### src/sv/mips_branch_target_resolver_assert.svh
// Assertion macros for the MIPS branch target resolver.
`ifndef MIPS_BRANCH_TARGET_RESOLVER_ASSERT_SVH
`define MIPS_BRANCH_TARGET_RESOLVER_ASSERT_SVH

`ifndef NO_ASSERTIONS

// Same-cycle implication, sampled on clk, off during reset.
`define MBTR_ASSERT_IMPLY(name, ante, cons, msg) \
  name: assert property (@(posedge clk) disable iff (rst) (ante) |-> (cons)) \
    else $error(msg);

// Implication with a fixed delay in cycles.
`define MBTR_ASSERT_DELAY(name, ante, dly, cons, msg) \
  name: assert property (@(posedge clk) disable iff (rst) (ante) |-> ##dly (cons)) \
    else $error(msg);

`else

`define MBTR_ASSERT_IMPLY(name, ante, cons, msg)
`define MBTR_ASSERT_DELAY(name, ante, dly, cons, msg)

`endif

`endif

### src/sv/mbtr_pkg.sv
// Shared types and constants for the MIPS branch target resolver.
package mbtr_pkg;

  localparam int WORD_WIDTH_DEF = 32;
  localparam int PIPE_DEPTH     = 3;

  // Result status codes
  localparam logic [1:0] ST_OK         = 2'd0;
  localparam logic [1:0] ST_UNALIGNED  = 2'd1;
  localparam logic [1:0] ST_NOT_BRANCH = 2'd2;

  // Primary opcodes
  localparam logic [5:0] OP_SPECIAL = 6'd0;
  localparam logic [5:0] OP_REGIMM  = 6'd1;
  localparam logic [5:0] OP_J       = 6'd2;
  localparam logic [5:0] OP_JAL     = 6'd3;
  localparam logic [5:0] OP_BEQ     = 6'd4;
  localparam logic [5:0] OP_BNE     = 6'd5;
  localparam logic [5:0] OP_BLEZ    = 6'd6;
  localparam logic [5:0] OP_BGTZ    = 6'd7;
  localparam logic [5:0] OP_COP1    = 6'd17;
  localparam logic [5:0] OP_BEQL    = 6'd20;
  localparam logic [5:0] OP_BNEL    = 6'd21;
  localparam logic [5:0] OP_BLEZL   = 6'd22;
  localparam logic [5:0] OP_BGTZL   = 6'd23;

  // SPECIAL function codes
  localparam logic [5:0] FN_JR   = 6'd8;
  localparam logic [5:0] FN_JALR = 6'd9;

  // COP1 branch sub-op in the rs field
  localparam logic [4:0] RS_BC = 5'd8;

  localparam int         FP_COND_BIT  = 23;
  localparam logic [4:0] LINK_REG     = 5'd31;
  localparam int         REGION_SHIFT = 28;

  typedef enum logic [3:0] {
    K_NONE,
    K_UNAL,
    K_JR,
    K_JUMP,
    K_REGIMM,
    K_BEQ,
    K_BNE,
    K_BLEZ,
    K_BGTZ,
    K_BC1
  } kind_t;

  // Decode stage control word
  typedef struct packed {
    kind_t      kind;
    logic       link_en;
    logic [4:0] link_idx;
    logic       link_self;  // jalr with rd == rs: target is the link value
    logic       sense;      // rt[0]: gez / bc1t
    logic       fp_cond;
  } dec_t;

  // Evaluate stage control word
  typedef struct packed {
    kind_t      kind;
    logic       link_en;
    logic [4:0] link_idx;
    logic       link_self;
    logic       taken;
  } res_t;

endpackage

### src/sv/mbtr_decode.sv
// Stage 1: instruction decode and register-zero operand fixup.
module mbtr_decode
  import mbtr_pkg::*;
#(
  parameter int WORD_WIDTH = WORD_WIDTH_DEF
) (
  input  logic                  clk,
  input  logic                  rst,
  input  logic                  in_valid,
  input  logic [31:0]           pc,
  input  logic [31:0]           instruction,
  input  logic signed [31:0]    rs_value,
  input  logic signed [31:0]    rt_value,
  input  logic [31:0]           fp_status,
  output logic                  out_valid,
  output dec_t                  dec,
  output logic [WORD_WIDTH-1:0] pc_w,
  output logic [WORD_WIDTH-1:0] a,
  output logic [WORD_WIDTH-1:0] b,
  output logic [15:0]           imm,
  output logic [25:0]           jidx
);

  logic [5:0] op;
  logic [4:0] rs;
  logic [4:0] rt;
  logic [4:0] rd;
  logic [5:0] fn;
  dec_t       dec_next;

  assign op = instruction[31:26];
  assign rs = instruction[25:21];
  assign rt = instruction[20:16];
  assign rd = instruction[15:11];
  assign fn = instruction[5:0];

  always_comb begin
    dec_next           = '0;
    dec_next.kind      = K_NONE;
    dec_next.sense     = rt[0];
    dec_next.fp_cond   = fp_status[FP_COND_BIT];
    if (pc[1:0] != 2'b00) begin
      dec_next.kind = K_UNAL;
    end else begin
      case (op)
        OP_SPECIAL: begin
          if (fn == FN_JR || fn == FN_JALR) begin
            dec_next.kind = K_JR;
            if (fn == FN_JALR && rd != 5'd0) begin
              dec_next.link_en   = 1'b1;
              dec_next.link_idx  = rd;
              dec_next.link_self = (rd == rs);
            end
          end
        end
        OP_REGIMM: begin
          // bltz/bgez, likely and link forms
          if (rt[3:2] == 2'b00) begin
            dec_next.kind = K_REGIMM;
            if (rt[4]) begin
              dec_next.link_en  = 1'b1;
              dec_next.link_idx = LINK_REG;
            end
          end
        end
        OP_J: dec_next.kind = K_JUMP;
        OP_JAL: begin
          dec_next.kind     = K_JUMP;
          dec_next.link_en  = 1'b1;
          dec_next.link_idx = LINK_REG;
        end
        OP_BEQ, OP_BEQL:   dec_next.kind = K_BEQ;
        OP_BNE, OP_BNEL:   dec_next.kind = K_BNE;
        OP_BLEZ, OP_BLEZL: dec_next.kind = K_BLEZ;
        OP_BGTZ, OP_BGTZL: dec_next.kind = K_BGTZ;
        OP_COP1: begin
          if (rs == RS_BC && rt[4:2] == 3'b000) begin
            dec_next.kind = K_BC1;
          end
        end
        default: dec_next.kind = K_NONE;
      endcase
    end
  end

  always_ff @(posedge clk) begin
    if (rst) begin
      out_valid <= 1'b0;
    end else begin
      out_valid <= in_valid;
    end
  end

  always_ff @(posedge clk) begin
    dec  <= dec_next;
    pc_w <= WORD_WIDTH'(pc);
    a    <= (rs != 5'd0) ? WORD_WIDTH'(rs_value) : '0;
    b    <= (rt != 5'd0) ? WORD_WIDTH'(rt_value) : '0;
    imm  <= instruction[15:0];
    jidx <= instruction[25:0];
  end

endmodule

### src/sv/mbtr_eval.sv
// Stage 2: condition evaluation and target address arithmetic.
module mbtr_eval
  import mbtr_pkg::*;
#(
  parameter int WORD_WIDTH = WORD_WIDTH_DEF
) (
  input  logic                  clk,
  input  logic                  rst,
  input  logic                  in_valid,
  input  dec_t                  dec,
  input  logic [WORD_WIDTH-1:0] pc_w,
  input  logic [WORD_WIDTH-1:0] a,
  input  logic [WORD_WIDTH-1:0] b,
  input  logic [15:0]           imm,
  input  logic [25:0]           jidx,
  output logic                  out_valid,
  output res_t                  res,
  output logic [WORD_WIDTH-1:0] pc_r,
  output logic [WORD_WIDTH-1:0] taken_pc,
  output logic [WORD_WIDTH-1:0] fall_pc,
  output logic [WORD_WIDTH-1:0] tgt
);

  logic                  eq;
  logic                  neg;
  logic                  zero;
  logic                  taken;
  logic [WORD_WIDTH-1:0] off;
  logic [WORD_WIDTH-1:0] pc4;
  logic [WORD_WIDTH-1:0] region;
  logic [WORD_WIDTH-1:0] jtgt;
  res_t                  res_next;

  assign eq   = (a == b);
  assign neg  = a[WORD_WIDTH-1];
  assign zero = (a == '0);

  always_comb begin
    case (dec.kind)
      K_REGIMM: taken = dec.sense ? !neg : neg;
      K_BEQ:    taken = eq;
      K_BNE:    taken = !eq;
      K_BLEZ:   taken = neg || zero;
      K_BGTZ:   taken = !(neg || zero);
      K_BC1:    taken = dec.sense ? dec.fp_cond : !dec.fp_cond;
      default:  taken = 1'b0;
    endcase
  end

  // word offset, sign extended to the address width
  assign off    = WORD_WIDTH'(signed'({imm, 2'b00}));
  assign pc4    = pc_w + WORD_WIDTH'(4);
  assign region = (pc4 >> REGION_SHIFT) << REGION_SHIFT;
  assign jtgt   = region | WORD_WIDTH'({jidx, 2'b00});

  always_comb begin
    res_next.kind      = dec.kind;
    res_next.link_en   = dec.link_en;
    res_next.link_idx  = dec.link_idx;
    res_next.link_self = dec.link_self;
    res_next.taken     = taken;
  end

  always_ff @(posedge clk) begin
    if (rst) begin
      out_valid <= 1'b0;
    end else begin
      out_valid <= in_valid;
    end
  end

  always_ff @(posedge clk) begin
    res      <= res_next;
    pc_r     <= pc_w;
    taken_pc <= pc_w + WORD_WIDTH'(4) + off;
    fall_pc  <= pc_w + WORD_WIDTH'(8);
    tgt      <= (dec.kind == K_JR) ? a : jtgt;
  end

endmodule

### src/sv/mbtr_select.sv
// Stage 3: next-pc and link selection into the result registers.
module mbtr_select
  import mbtr_pkg::*;
#(
  parameter int WORD_WIDTH = WORD_WIDTH_DEF
) (
  input  logic                  clk,
  input  logic                  rst,
  input  logic                  in_valid,
  input  res_t                  res,
  input  logic [WORD_WIDTH-1:0] pc_r,
  input  logic [WORD_WIDTH-1:0] taken_pc,
  input  logic [WORD_WIDTH-1:0] fall_pc,
  input  logic [WORD_WIDTH-1:0] tgt,
  output logic                  done,
  output logic [1:0]            status,
  output logic [31:0]           next_pc,
  output logic                  link_write,
  output logic [4:0]            link_index,
  output logic [31:0]           link_value
);

  logic [WORD_WIDTH-1:0] npc;
  logic [1:0]            status_next;

  always_comb begin
    case (res.kind)
      K_UNAL: begin
        npc         = pc_r;
        status_next = ST_UNALIGNED;
      end
      K_NONE: begin
        npc         = pc_r;
        status_next = ST_NOT_BRANCH;
      end
      K_JR, K_JUMP: begin
        npc         = res.link_self ? fall_pc : tgt;
        status_next = ST_OK;
      end
      default: begin
        npc         = res.taken ? taken_pc : fall_pc;
        status_next = ST_OK;
      end
    endcase
  end

  always_ff @(posedge clk) begin
    if (rst) begin
      done <= 1'b0;
    end else begin
      done <= in_valid;
    end
  end

  always_ff @(posedge clk) begin
    status     <= status_next;
    next_pc    <= npc[31:0];
    link_write <= res.link_en;
    link_index <= res.link_en ? res.link_idx : 5'd0;
    link_value <= res.link_en ? fall_pc[31:0] : 32'd0;
  end

endmodule

### src/sv/mips_branch_target_resolver.sv
// Top level of the MIPS32 branch target resolver.
//
// Usage:
//   Command channel: drive start high with pc, instruction, rs_value,
//   rt_value and fp_status; the word is taken at the rising edge where
//   start is high and busy is low. busy is always low: a new word may be
//   issued in every cycle.
//   Result channel: done pulses for one cycle with status, next_pc,
//   link_write, link_index and link_value. The receiver has no back
//   pressure and must take the result in that cycle.
//   Pipeline: the decode, evaluate and select registers lie between accept
//   and done. Throughput: one word per cycle; every stage takes a new
//   word each cycle and nothing waits. The evaluate stage holds the
//   pc + 4 + offset add and the compares, the longest path.
//   Address arithmetic runs at WORD_WIDTH bits; outputs keep the low 32.
//   Status: 0 resolved, 1 unaligned pc (nothing decoded, next_pc = pc),
//   2 not a handled branch (next_pc = pc, no link write).
//   Reset (rst, synchronous) clears the stage valid bits, so words in
//   flight are dropped and done stays low until new words arrive.
module mips_branch_target_resolver
  import mbtr_pkg::*;
#(
  parameter int WORD_WIDTH = WORD_WIDTH_DEF
) (
  input  logic               clk,
  input  logic               rst,
  input  logic               start,
  output logic               busy,
  input  logic [31:0]        pc,
  input  logic [31:0]        instruction,
  input  logic signed [31:0] rs_value,
  input  logic signed [31:0] rt_value,
  input  logic [31:0]        fp_status,
  output logic               done,
  output logic [1:0]         status,
  output logic [31:0]        next_pc,
  output logic               link_write,
  output logic [4:0]         link_index,
  output logic [31:0]        link_value
);

  `include "mips_branch_target_resolver_assert.svh"

  // stage 1 -> 2
  logic                  v1;
  dec_t                  dec;
  logic [WORD_WIDTH-1:0] pc_w;
  logic [WORD_WIDTH-1:0] a;
  logic [WORD_WIDTH-1:0] b;
  logic [15:0]           imm;
  logic [25:0]           jidx;

  // stage 2 -> 3
  logic                  v2;
  res_t                  res;
  logic [WORD_WIDTH-1:0] pc_r;
  logic [WORD_WIDTH-1:0] taken_pc;
  logic [WORD_WIDTH-1:0] fall_pc;
  logic [WORD_WIDTH-1:0] tgt;

  // Fully pipelined, never stalls.
  assign busy = 1'b0;

  mbtr_decode #(
    .WORD_WIDTH (WORD_WIDTH)
  ) u_decode (
    .clk         (clk),
    .rst         (rst),
    .in_valid    (start && !busy),
    .pc          (pc),
    .instruction (instruction),
    .rs_value    (rs_value),
    .rt_value    (rt_value),
    .fp_status   (fp_status),
    .out_valid   (v1),
    .dec         (dec),
    .pc_w        (pc_w),
    .a           (a),
    .b           (b),
    .imm         (imm),
    .jidx        (jidx)
  );

  mbtr_eval #(
    .WORD_WIDTH (WORD_WIDTH)
  ) u_eval (
    .clk       (clk),
    .rst       (rst),
    .in_valid  (v1),
    .dec       (dec),
    .pc_w      (pc_w),
    .a         (a),
    .b         (b),
    .imm       (imm),
    .jidx      (jidx),
    .out_valid (v2),
    .res       (res),
    .pc_r      (pc_r),
    .taken_pc  (taken_pc),
    .fall_pc   (fall_pc),
    .tgt       (tgt)
  );

  mbtr_select #(
    .WORD_WIDTH (WORD_WIDTH)
  ) u_select (
    .clk        (clk),
    .rst        (rst),
    .in_valid   (v2),
    .res        (res),
    .pc_r       (pc_r),
    .taken_pc   (taken_pc),
    .fall_pc    (fall_pc),
    .tgt        (tgt),
    .done       (done),
    .status     (status),
    .next_pc    (next_pc),
    .link_write (link_write),
    .link_index (link_index),
    .link_value (link_value)
  );

  // Every accepted word comes out on done once it has passed the pipeline.
  `MBTR_ASSERT_DELAY(a_latency, start && !busy, PIPE_DEPTH, done, "word lost in pipeline")
  // Unresolved words never write a link register.
  `MBTR_ASSERT_IMPLY(a_no_link_unres, done && status != ST_OK, !link_write, "link on unresolved")
  // Writes to register zero are discarded.
  `MBTR_ASSERT_IMPLY(a_link_nonzero, done && link_write, link_index != 5'd0, "link to r0")
  // Unaligned status passes the faulting pc through.
  `MBTR_ASSERT_IMPLY(a_unal_pc, done && status == ST_UNALIGNED, next_pc[1:0] != 2'b00,
                     "unaligned status with aligned pc")

endmodule
### config.mk
export PLATFORM = sky130hd
export DESIGN_NAME = mips_branch_target_resolver
export DESIGN_NICKNAME = d
export VERILOG_FILES = /design/src/sv/mbtr_pkg.sv /design/src/sv/mbtr_decode.sv /design/src/sv/mbtr_eval.sv /design/src/sv/mbtr_select.sv /design/src/sv/mips_branch_target_resolver.sv
export VERILOG_INCLUDE_DIRS = /design/src /design/src/sv
export SDC_FILE = /design/constraint.sdc
export NUM_CORES = 1
export LEC_CHECK = 0
export BUFFER_PORTS_ARGS = -buffer_cell sky130_fd_sc_hd__buf_2
export CAP_MARGIN = 20
export CELL_PAD_IN_SITES_DETAIL_PLACEMENT = 1
export CELL_PAD_IN_SITES_GLOBAL_PLACEMENT = 1
export CORE_MARGIN = 5
export CORE_UTILIZATION = 46
export CTS_BUF_LIST = sky130_fd_sc_hd__clkbuf_4 sky130_fd_sc_hd__clkbuf_8 sky130_fd_sc_hd__clkbuf_16
export DETAILED_ROUTE_END_ITERATION = 10
export GPL_ROUTABILITY_DRIVEN = 0
export GPL_TIMING_DRIVEN = 0
export PLACE_DENSITY = 0.81
export SYNTH_ARGS = -nofsm -noshare
export SYNTH_HDL_FRONTEND = slang
export SYNTH_SLANG_ARGS = --single-unit
### constraint.sdc
create_clock -name clk -period 5.3 [get_ports clk]
set_input_delay 1.06 -clock clk [delete_from_list [all_inputs] [get_ports clk]]
set_output_delay 1.06 -clock clk [all_outputs]
set_load 0.1 [all_outputs]
==> results.md <==
- The flow ran to the end, and the final reports show no timing, DRC or antenna violations.
- At the pin with the least slew margin, the transition time is about 1.2 ns.
- The first-pass iteration count of the detailed router is 5.
- The final number of hold-violating endpoints is 0.
- The most repeated cell in the gate-level netlist after synthesis is dfxtp_1.
- In this run the worst hold path is classified as register to register.
- The first global-routing pass estimated about 60000 um of wire.
- STA classifies the critical path endpoint as a register.
- Across the run, the number of max-cap violations was 0.
- Of all nets on the critical path, the largest fanout is 10.
- Clock-pin slew was measured on the worst setup and hold paths at 0.06 ns.
- The proportion of power drawn by the clock network is 0.435.
- With fillers left out, the area of the finished cells amounts to 15220 sq um.
- The final HPWL from detailed placement is 29250 um.
- The part of the Yosys area used for sequential elements is 0.5520.
- In this run the power spent charging and discharging nets is 1.512 mW.
- Buffers placed on the I/O ports in this run total 204.
- The post-synthesis cell type count is 58.
- The filler cells instantiated in the layout total 2969.
- The die outline area is between 30000 and 40000 sq um.
- The internal portion of the total power is around 4.6 mW.
- Measured along the x axis, the die boundary spans between 150 and 200 um.
- The top-level port count is 237.
- The critical path is of the register to register type.
- The worst-case clock buffer depth is 3.
- The summed instance area of the synthesized netlist is about 12000 sq um.
- The share of synthesized registers carrying an async set or reset is 0.
- The tree built by TritonCTS fans out to roughly 340 sinks.
- The number of buffers created by CTS is 37.
- The number of pins exceeding their max-slew limit in the final report was 0.
- The die is between 150 and 200 um tall.
- Excluding fillers, the count of instances in the completed layout stands at around 1800.
- The number of rows in the core area is 60.
- The power share of the combinational group is 0.096.
- The number of instances in the synthesized netlist is ~1200.
- At the worst endpoint, the arrival time is 5.23 ns.
- Yosys attributes the largest share of cell area to dfxtp_1 55%, xnor2_1 6.5%, mux2i_1 4.7%, nand2_1 4.6%, and2_1 3.8%.
- The count of flip-flops with a built-in enable after synthesis is 0.
- dfxtp_1 takes more of the synthesized area than any other cell.
- Across every metal layer, demand over resource in global routing totals 0.2534.
- The number of global-route vias before repair came to around 10000.
- The number of nets handed over by synthesis was 1406.
- Clock tree synthesis selected as its root buffer the cell clkbuf_16.
- In this run, placement finished with an instance count of roughly 1800.
- The clock tree from TritonCTS is done.
- Entering global routing, the biggest net connects 20 pins.
- The data required time of the critical path is 5.68 ns.
- The via density per instance is 5.338.
- The mean instance size in the synthesized netlist is 10.34 sq um.
- The clock insertion delay at the later pin of the skew report is between 0.5 and 0.6 ns.
- STA classifies the critical path startpoint as a register.
- The initial utilization of the core area, before any placement, comes to 0.4655.
- The region available for standard cell placement spans about 27000 sq um.
- The share of synthesized area in the top cell type comes to 0.5520.
- In the synthesized netlist the dominant register cell turns out to be dfxtp_1.
- The routed wirelength normalized by instance count is roughly 22 um.
- The final sum of negative setup slack is 0 ns.
- The power density over the cells is ~400 nW/um^2.
- Of the available clock period, the critical path in the final layout requires 0.9145.
- In this run the remaining antenna-violating nets after routing total 0.
- By count the netlist is led by 344 x dfxtp_1, 154 x nand2_1, 92 x xnor2_1.
- Headroom to the max-slew limit came out at 0.2291.
- The number of H-tree levels is 2.
- Between clock sinks in the finished design, the worst skew comes to ~0.017 ns.
- In the final design database the tool counted 1650 nets.
- After synthesis the netlist holds a flip-flop and latch count of between 300 and 400.
- The sequential fraction of design power is 0.469.
- After clock tree synthesis, the repair step resized 0 gates.
- The count of unresolved DRC violations after routing is 0.
- Of the cells placed in the final design, the portion with a size suffix greater than 1 is 0.1991.
- Setup violations remaining at the end of the flow were counted as 0.
- Of the total power, the share spent switching nets is 0.2476.
- For this design the static power due to leakage is roughly 6.5 nW.
- The total routed wirelength is 39610 um.
- VDD sags by at most between 0.2 and 0.25 mV.
- The total of hold buffers inserted after clock tree synthesis is 0.
- The initial antenna violation count came to 0.
- The multi-input combinational cells in the finished layout cover a total of approximately 5300 sq um.
- Global routing finished with a remaining overflow of 0.
- Across the whole layout, storage elements account for roughly 7000 sq um.
- The post-CTS repair timing setup buffer count is 0.
- After the first detailed-routing iteration, the DRC count stood at 564.
- For this run, the number of Yosys warnings is 0.
- From synthesis to final layout, the design area changed by 21.98%.
- Setup repair after global routing left no endpoint under its margin.
- Once placement finished, the instance area stood at 13920 sq um.
- The total number of vias is between 9000 and 10000.
- Subtracting the final worst setup slack from the clock period gives a little under 5 ns.
- Based on the critical path, the design can be clocked at up to just over 200 MHz.
## layer usage
layer	global-route usage	up-vias	wire, um	share of wire
met5	0	-	0	0
met4	0.09100	0	1399	0.035
met3	0.03418	82	2002	0.051
met2	0.4423	304	19250	0.49
met1	0.3220	4762	16960	0.43
li1	-	4561	-	-
## cell usage in the layout, fill, tap and decap left out, drive strengths merged, types with 3 or more instances in the layout
cell type	Yosys	final
a211oi	4	4
a21o	23	23
a21oi	34	34
a31oi	10	10
and2	75	75
and3	7	7
and4	6	6
buf	14	219
bufinv	0	3
clkbuf	39	93
clkinv	0	4
clkinvlp	0	4
dfxtp	344	344
ha	36	36
inv	16	17
mux2	4	4
mux2i	59	59
nand2	155	155
nand2b	7	7
nand3	21	21
nand4	30	30
nor2	35	35
nor2b	38	38
nor3	4	4
nor3b	4	4
nor4	13	13
o211ai	30	30
o21a	3	3
o21ai	45	45
or3	6	6
xnor2	93	93
xor2	29	29
## cell families (layout without fill, tap and decap cells)
group | after synthesis | in the layout | synth area share
other | 1 | 2 | 0.0003006
muxes | 63 | 63 | 0.05095
DFF | 344 | 344 | 0.5520
AOI/OAI and AO/OA | 163 | 163 | 0.08224
buffers and inverters | 69 | 340 | 0.02186
and+or+nand+nor | 407 | 407 | 0.1687
adders and majority gates | 37 | 37 | 0.03771
xor gates and xnor gates | 122 | 122 | 0.08625
## layout make-up
| cell class | count | share of cell area |
|---|---|---|
| Clock buffer | 54 | 0.07367 |
| Inverter | 16 | 0.003946 |
| Sequential cell | 344 | 0.4525 |
| Antenna cell | 1 | 0.0001644 |
| Multi-Input combinational cell | 793 | 0.3493 |
| Buffer | 53 | 0.01398 |
| Tap cell | 341 | 0.02804 |
| Timing Repair Buffer | 205 | 0.06783 |
| Clock inverter | 12 | 0.01052 |
## per-stage QoR
stage	setup slack (ns)	util	hold WS, ns	power (mW)
final	0.4533	0.5678	0.3306	6.107
after global routing	0.1573	0.5677	0.3346	6.319
after CTS	0.5116	0.5673	0.3302	6.135
after detailed placement	0.5597	0.5195	0.3135	3.491
after global placement	0.6029	0.5195	0.3111	3.472
after floorplan	1.684	-	0.3096	3.284
## final timing paths
| path | startpoint | to | slack, ns | cells after the start |
|---|---|---|---|---|
| worst max register to register | u_decode.pc_w[3] | u_eval.taken_pc[27] | 0.45 | 15 |
| worst min register to register | u_decode.dec[8] | u_eval.res[7] | 0.33 | 0 |
| worst min-delay path | u_decode.dec[8] | u_eval.res[7] | 0.33 | 0 |
| worst max-delay path | u_decode.pc_w[3] | u_eval.taken_pc[27] | 0.45 | 15 |
## state kept, by name, indices dropped and copies added (netlist names), 15 cells and up
name / cells
u_decode.a: 32
u_decode.b: 32
u_decode.imm: 15
u_decode.pc_w: 32
u_eval.fall_pc: 29
u_eval.pc_r: 32
u_eval.taken_pc: 30
u_eval.tgt: 32
u_select.link_value: 32
u_select.next_pc: 32
## power by group through the flow
stage	sequential [mW]	combinational, mW	clock (mW)
6_report	2.87	0.587	2.65
5_1_grt	2.88	0.631	2.81
4_1_cts	2.86	0.584	2.69
3_5_place_dp	2.92	0.574	0
3_3_place_gp	2.91	0.559	0
2_1_floorplan	2.99	0.296	0
## critical path: stages, from the launching register on
cell and delay, ns:
dfxtp_1 0.59, ha_1 0.30, and3_1 0.26, and4_1 0.33, and2_1 0.29, nand3_1 0.20, nor2_1 0.30, nand4_1 0.16
xnor2_1 0.17, ha_1 0.30, clkbuf_1 0.34, nand4_1 0.20, o41a_1 0.54, o21ai_1 0.35, a21boi_0 0.20, xnor2_1 0.17
Power figures use the tool's default switching activity.
